==> config.mk <==
export PLATFORM = sky130hd
export DESIGN_NAME = dtq_cell
export DESIGN_NICKNAME = d
export VERILOG_FILES = /design/src/rtl/dtq_pkg.sv /design/src/rtl/dtq_cell.sv
export SDC_FILE = /design/constraint.sdc
export NUM_CORES = 1
export LEC_CHECK = 0
export BUFFER_PORTS_ARGS = -buffer_cell sky130_fd_sc_hd__buf_2
export CAP_MARGIN = 20
export CORE_AREA = 2 2 147 149
export CTS_CLUSTER_SIZE = 40
export DETAILED_ROUTE_END_ITERATION = 6
export DIE_AREA = 0 0 149 151
export PLACE_DENSITY = 0.75
export SETUP_SLACK_MARGIN = 0.15
export SLEW_MARGIN = 15
export SYNTH_ARGS = -nofsm -noshare
export SYNTH_HDL_FRONTEND = slang
export SYNTH_SLANG_ARGS = --single-unit
==> constraint.sdc <==
create_clock -name clk -period 5.65 [get_ports clk]
set_clock_uncertainty 0.1 [all_clocks]
set_input_delay 1.13 -clock clk [delete_from_list [all_inputs] [get_ports clk]]
set_output_delay 1.13 -clock clk [all_outputs]
set_load 0.02 [all_outputs]
==> src/rtl/dtq_pkg.sv <==
// ----------------------------------------------------------------------------
// dtq_pkg
// Types and constants of the deadline timer queue.
// ----------------------------------------------------------------------------
package dtq_pkg;
    localparam int TIMER_SLOTS_DEF = 16;
    localparam logic [1:0] ACT_ADD    = 2'd0;
    localparam logic [1:0] ACT_REMOVE = 2'd1;
    localparam logic [1:0] ACT_TICK   = 2'd2;
    localparam logic [47:0] DL_MAX = 48'hFFFF_FFFF_FFFF;

    typedef struct packed {
        logic [1:0]  action;
        logic [47:0] now;
        logic [47:0] deadline;
        logic [31:0] period;
        logic [15:0] cancel_id;
        logic        handler_stop;
    } in_item_t;

    typedef struct packed {
        logic [15:0] assigned_id;
        logic        table_full;
        logic        fired;
        logic [15:0] fired_id;
        logic        has_next;
        logic [47:0] next_deadline;
        logic [31:0] next_period;
    } out_item_t;

    // Candidate that travels down the cell chain during a scan.
    typedef struct packed {
        logic        valid;
        logic [47:0] deadline;
        logic [15:0] age;
        logic [31:0] period;
        logic [15:0] ident;
    } cand_t;

    // Command broadcast from the controller to every cell.
    typedef struct packed {
        logic        clear_id;   // free every valid slot holding ident
        logic        fire;       // act on the slot that won the scan
        logic        rearm;      // fire re-arms instead of freeing
        logic        load;       // write the new timer into the free slot
        logic [15:0] ident;
        logic [47:0] deadline;
        logic [31:0] period;
        logic [15:0] stamp;
        logic [15:0] counter;
    } cell_cmd_t;
endpackage

==> src/rtl/dtq_cell.sv <==
// ----------------------------------------------------------------------------
// dtq_cell
// One timer slot. Compares its timer with the candidate from its upstream
// neighbor and registers the better one for the next cell.
// ----------------------------------------------------------------------------
module dtq_cell #(
    parameter int IDX_W = 4
) (
    input  logic              clk,
    input  logic              rst_n,
    input  dtq_pkg::cand_t    cand_in,
    input  logic [IDX_W-1:0]  win_in,
    input  logic [IDX_W-1:0]  my_idx,
    input  dtq_pkg::cell_cmd_t cmd,
    input  logic              is_free_pick, // this slot takes the new timer
    input  logic              is_win,       // this slot won the last scan
    output dtq_pkg::cand_t    cand_out,
    output logic [IDX_W-1:0]  win_out,
    output logic              slot_used
);
    logic        valid_reg;
    logic [15:0] ident_reg;
    logic [47:0] dl_reg;
    logic [31:0] per_reg;
    logic [15:0] stamp_reg;
    logic [15:0] age;
    logic        better;
    dtq_pkg::cand_t cand_next;
    logic [IDX_W-1:0] win_next;

    assign age = cmd.counter - stamp_reg;
    // Ties keep the upstream (lower slot) candidate unless this one is older.
    assign better = valid_reg && (!cand_in.valid || dl_reg < cand_in.deadline ||
                    (dl_reg == cand_in.deadline && age > cand_in.age));

    always_comb
    begin
        cand_next = cand_in;
        win_next  = win_in;
        if (better)
        begin
            cand_next.valid    = 1'b1;
            cand_next.deadline = dl_reg;
            cand_next.age      = age;
            cand_next.period   = per_reg;
            cand_next.ident    = ident_reg;
            win_next           = my_idx;
        end
    end

    always_ff @(posedge clk or negedge rst_n)
    begin
        if (!rst_n)
        begin
            valid_reg <= 1'b0;
        end
        else if (cmd.clear_id && valid_reg && ident_reg == cmd.ident)
        begin
            valid_reg <= 1'b0;
        end
        else if (cmd.fire && is_win && !cmd.rearm)
        begin
            valid_reg <= 1'b0;
        end
        else if (cmd.load && is_free_pick)
        begin
            valid_reg <= 1'b1;
        end
    end

    always_ff @(posedge clk)
    begin
        if (cmd.load && is_free_pick)
        begin
            ident_reg <= cmd.ident;
            dl_reg    <= cmd.deadline;
            per_reg   <= cmd.period;
            stamp_reg <= cmd.stamp;
        end
        else if (cmd.fire && is_win && cmd.rearm)
        begin
            dl_reg    <= cmd.deadline;
            stamp_reg <= cmd.stamp;
        end
        cand_out <= cand_next;
        win_out  <= win_next;
    end

    assign slot_used = valid_reg;
endmodule

==> results of run 1 <==
power groups by stage:
| stage | Sequential (uW) | Combinational, uW | Clock, uW |
|---|---|---|---|
| after floorplan | 2260 | 487 | 0 |
| after global placement | 2080 | 1040 | 0 |
| after detailed placement | 2090 | 1050 | 0 |
| after CTS | 2060 | 1060 | 1700 |
| after global routing | 2070 | 1150 | 1760 |
| final | 2050 | 1050 | 1670 |
per-stage QoR:
stage / total power [uW] / worst slack (ns) / util (%) / instance area, sq um
after CTS: 4816 / 0.6809 / 61.37 / 12780
final: 4769 / 0.6590 / 61.44 / 12790
after global routing: 4983 / 0.3103 / 61.40 / 12790
after floorplan: 2752 / 0.8930 / - / 9726
after global placement: 3118 / 0.3732 / 57.22 / 11920
after detailed placement: 3139 / 0.1364 / 57.22 / 11920
metal layers:
layer  part of all wire [%]  GRT usage [%]
met4                    3.1          8.190
met2                     51          39.40
met1                     37          23.10
met3                    8.8          6.988
met5                      0              0
logic make-up (layout without fill, tap and decap cells):
family	after synthesis	count (layout)	synth area share, %
DFF	230	230	58.92
buffers and inverters	104	516	4.451
muxes	116	116	13.42
AOI/OAI and AO/OA	96	96	6.137
and+or+nand+nor	80	80	4.271
adders and majority gates	80	80	10.37
xor gates and xnor gates	27	27	2.432
other	0	6	0
layout make-up:
| cell class | count | area, sq um |
|---|---|---|
| Fill cell | 1680 | 8029 |
| Sequential cell | 230 | 5731 |
| Multi-Input combinational cell | 399 | 3580 |
| Timing Repair Buffer | 377 | 1919 |
| Clock buffer | 40 | 783.3 |
| Tap cell | 275 | 344.1 |
| Inverter | 91 | 341.6 |
| Clock inverter | 8 | 80.08 |
| Antenna cell | 6 | 15.01 |
worst max path at each step:
stage / start / endpoint / slack (ns) / cells after the start
after floorplan: cmd[0] / cand_out[102] / 0.89 / 20
after global placement: cmd[0] / cand_out[26] / 0.37 / 20
after detailed placement: cmd[0] / cand_out[40] / 0.14 / 20
after CTS: cmd[0] / cand_out[26] / 0.68 / 20
after global routing: cmd[0] / cand_out[26] / 0.31 / 20
final: cmd[0] / cand_out[26] / 0.66 / 20
layout by cell type (no fill, tap or decap), types with 8 or more instances in the layout:
master	instances
buf_2	374
dfxtp_1	117
edfxtp_1	112
inv_1	91
ha_1	79
mux2_2	76
mux2_1	39
a21oi_1	37
clkbuf_16	26
xnor2_1	20
nand4_1	18
o21ai_0	17
nand2_1	15
a21o_1	14
nor2_1	12
nor3_1	8
nand3_1	8
clkbuf_8	8
worst max-delay path, delay by kind of cell:
family,cells,cell delay [ns]
buffers and inverters,5,0.64
AOI/OAI and AO/OA,5,1.20
muxes,1,0.40
adders and majority gates,3,0.88
xor gates and xnor gates,1,0.16
and+or+nand+nor,5,0.81
==> out/metrics.cfg, run 1 <==
[status]
outcome = finished, final reports clean

[placed_design]
placedCellCount = 1372
gp_congestion = 0.8500
hpwl_um = 19430
io_buffers = 374

[synth]
yosysUniqueCellTypes = 46
synth-edff-count = 112
async_reset_ff_share_pct = 0.4348
synth_top_area_cell = edfxtp_1
ys_warn_count = 0
synth_seq_cells = 230
synth_area_leaders = edfxtp_1, dfxtp_1, ha_1
synth_flop_cell = dfxtp_1
synth_area_sq_um = 9726
yosysMostFrequentCell = dfxtp_1
syn_inst = 733
ys_seq_area_share_pct = 58.92
synthTopCellsByCount = dfxtp_1, edfxtp_1, inv_1
synth_top_area_share_pct = 34.58
synthesis.nets = 1070
avgSynthCellArea_sq_um = 13.27

[route]
drt_iter0_drc = 254
wirelength_um = 25280
drc_errors = 0
vias = 7046
wire_per_inst_um = 17.73
vias_per_cell = 4.941
ant_nets = 0
firstDrtPassIters = 5

[clocking]
clock_path_buffers = 3
clk_pin_slew_ns = 0.06
cts_tree = yes
cts_root_buf = clkbuf_16
clock-sinks = 230
cts.hold.buffers_added = 0
post_cts_buffers = 0
h-tree-depth = 1
clkLatencyLatePin_ns = 0.53
post_cts_resize_count = 0
cts_made_buffers = 26

[power_and_ir_drop]
p_leak_uw = 0.005982
sw_frac_of_total_pct = 28.03
intPower_uw = 3432
vdd_drop_max_v = 0.0002542
p_seq_share_pct = 43.0
p_clk_share_pct = 35.0
power_density_nw_per_um2 = 372.8
comb_power_share_pct = 22.0
switchingPower_uw = 1337

[sta]
timing_hold_violations_final = 0
setup_viol = 0
drv_slew = 0
slew_headroom_pct = 30.23
fin_crit_ns = 4.991
rsz0062_at_grt = no
finalCritPeriodShare_pct = 88.34
worst_pin_slew_ns = 1.047
fmaxAchievable_mhz = 200.4
worst_hold_slack_ns = 0.2622
tns_ns = 0

[hold_path]
min_path_type = in2async

[floorplan]
row_count = 53
fp.dieW_um = 149
dieArea_sq_um = 22500
start_util_pct = 46.71
coreArea_sq_um = 20820
dieHeight_um = 151
io_pins = 375

[job]
drv_cap = 0

[grt]
grt_max_degree = 73
overflow = 0
grt_use_total_pct = 21.52
grt_pass1_vias = 7397
antenna_found_initial = 4
grt_pass1_wl_um = 37490

[setup_path]
r2r_start = stamp_reg[0]
worst-setup-path-type = in2reg
worst-path-max-fanout = 72
cp-start-kind = input port
r2r_end = cand_out[26]
max_stage_delay_ns = 0.42
cp_slowest_cell = fa_1
worst-r2r-cell-count = 18
crit_chain = buf_2 -> inv_1 -> ha_1 -> inv_1 -> fa_1 -> a211oi_1 -> o21ai_0 -> nand2_1 -> inv_1 -> a221o_1 -> xor2_1 -> ha_1 -> nand4_1 -> nor3_1 -> nand4_1 -> nand4_1 -> a31oi_1 -> a211oi_4 -> buf_12 -> mux2_2
end_kind = register
critPathArrivalTime_ns = 5.31
r2r_setup_slack_ns = 1.09
cp.required_ns = 5.97

[cells_and_area]
largest_register_ff_count = 113
fin_cells = 1426
drive_above_1_share_pct = 43.67
nets = 1462
syn2layout_area_growth_pct = 31.54

Note: power is estimated with default switching activity, not from simulation.
==> run 2, diff against run 1 <==
--- a/config.mk
+++ b/config.mk
@@ -5,13 +5,13 @@
 export SDC_FILE = /design/constraint.sdc
 export NUM_CORES = 1
 export LEC_CHECK = 0
-export BUFFER_PORTS_ARGS = -buffer_cell sky130_fd_sc_hd__buf_2
 export CAP_MARGIN = 20
 export CORE_AREA = 2 2 147 149
 export CTS_CLUSTER_SIZE = 40
 export DETAILED_ROUTE_END_ITERATION = 6
 export DIE_AREA = 0 0 149 151
-export PLACE_DENSITY = 0.75
+export DONT_BUFFER_PORTS = 1
+export PLACE_DENSITY = 0.59
 export SETUP_SLACK_MARGIN = 0.15
 export SLEW_MARGIN = 15
 export SYNTH_ARGS = -nofsm -noshare
==> run 2 against run 1 <==
  * Clock power decreased by 10%
  * Register-to-register slack got worse by 0.05 ns
  * Fmax increased by 2.3%
==> out/metrics.cfg, run 2 (synthesized netlist as in run 1, its figures left out) <==
[setup_path]
cp.required_ns = 5.96  ; about the same
max_stage_delay_ns = 0.42  ; about the same
cp-start-kind = input port
worst-setup-path-type = in2reg
cp_num_buf_inv = 4  ; -1
r2r_start = stamp_reg[0]
r2r_setup_slack_ns = 1.04  ; -0.05 ns
critPathArrivalTime_ns = 5.18  ; -0.13 ns
crit_path_start = cmd[0]
worst-path-max-fanout = 72  ; unchanged
crit_chain = inv_1 -> ha_1 -> inv_1 -> fa_1 -> a211oi_1 -> o21ai_0 -> nand2_1 -> inv_1 -> a221o_1 -> xor2_1 -> ha_1 -> nand4_1 -> nor3_1 -> nand4_1 -> nand4_1 -> a31oi_1 -> a211oi_4 -> buf_12 -> mux2_2
end_kind = register
cp_slowest_cell = fa_1
path_delay_family = compound AO/OA/AOI/OAI gates

[route]
drt_iter0_drc = 207  ; -19%
ant_nets = 0  ; unchanged
firstDrtPassIters = 4  ; -1
vias = 5678  ; -19%
wire_per_inst_um = 22.44  ; +27%
drc_errors = 0  ; unchanged
wirelength_um = 23490  ; -7.1%
vias_per_cell = 5.423  ; +9.8%

[grt]
antenna_found_initial = 3  ; -1
grt_pass1_vias = 6047  ; -18%
grt_max_degree = 73  ; unchanged
grt_use_total_pct = 19.91  ; -1.6 points
grt_pass1_wl_um = 34090  ; -9.1%
overflow = 0  ; unchanged

[sta]
fin_crit_ns = 4.877  ; -0.1139 ns
timing_hold_violations_final = 0  ; unchanged
rsz0062_at_grt = no
tns_ns = 0  ; unchanged
worst_pin_slew_ns = 1.022  ; -0.02448 ns
setup_viol = 0  ; unchanged
fmaxAchievable_mhz = 205.0  ; +2.3%
worst_hold_slack_ns = 0.2071  ; -0.05510 ns
slew_headroom_pct = 31.86  ; +1.6 points
drv_slew = 0  ; unchanged
finalCritPeriodShare_pct = 86.32  ; -2.0 points

[floorplan]
row_count = 53  ; unchanged
io_pins = 375  ; unchanged
dieHeight_um = 151  ; unchanged
fp.dieW_um = 149  ; unchanged
dieArea_sq_um = 22500  ; unchanged
coreArea_sq_um = 20820  ; unchanged
start_util_pct = 46.71  ; unchanged

[clocking]
post_cts_buffers = 0  ; unchanged
clock-sinks = 230  ; unchanged
clkLatencyLatePin_ns = 0.52  ; about the same
cts_tree = yes
clock_path_buffers = 3  ; unchanged
cts_root_buf = clkbuf_16
h-tree-depth = 1  ; unchanged
post_cts_resize_count = 0  ; unchanged
cts.hold.buffers_added = 0  ; unchanged
cts_made_buffers = 25  ; -3.8%
clk_pin_slew_ns = 0.06  ; about the same

[placed_design]
io_buffers = 0  ; -100%
gp_congestion = 0.9101  ; +7.1%
placed_cell_area_sq_um = 10040  ; -16%
hpwl_um = 17980  ; -7.4%

[cells_and_area]
fin_area_sq_um = 10810  ; -16%
drive_above_1_share_pct = 16.12  ; -28 points
largest_register_ff_count = 113  ; unchanged
syn2layout_area_growth_pct = 11.14
nets = 1087  ; -26%
final_cell_mix = dfxtp_1, edfxtp_1, inv_1
final_common_cell = dfxtp_1

[hold_path]
min_path_type = in2async

[power_and_ir_drop]
power_density_nw_per_um2 = 405.7  ; +8.8%
p_leak_uw = 0.004455  ; -26%
vdd_drop_max_v = 0.0002491  ; -2.0%
power_uw = 4386  ; -8.0%

[job]
drv_cap = 0  ; unchanged

[status]
outcome = finished, final reports clean

-- run 2: worst paths after layout --
kind,to,depth (start not counted)
max,cand_out[29],19
min,slot_used,0
max reg2reg,cand_out[29],18
min reg2reg,cand_out[30],1
max in group asynchronous,slot_used,0
min in group clk,cand_out[30],1
-- run 2: per-stage QoR --
stage	worst slack [ns]	std cells	util (%)
after floorplan	0.8930	733	-
after global placement	0.5319	998	48.23
after detailed placement	0.3044	998	48.23
after CTS	0.8432	1044	51.87
after global routing	0.5642	1046	51.90
final	0.7729	1047	51.91
-- run 2: final cells by class --
cell class,count,area (sq um)
Sequential cell,230,5731
Clock buffer,31,669.4
Timing Repair Buffer,3,47.55
Inverter,91,341.6
Clock inverter,15,88.84
Multi-Input combinational cell,399,3580
Fill cell,1779,10010
Tap cell,275,344.1
Antenna cell,3,7.507
-- run 2: where the power goes --
group | leakage, uW | total [uW] | switching, uW | internal, uW
clock network | 0.000369 | 1500 | 656 | 846
registers | 0.00206 | 2280 | 301 | 1980
logic | 0.00203 | 601 | 304 | 297
-- run 2: metal layers --
metal	GRT usage, %	up-vias	share of wire (%)
li1	-	2665	-
met1	21.07	2705	35
met2	36.64	271	53
met3	7.801	35	10
met4	5.810	2	1.7
met5	0	-	0.085
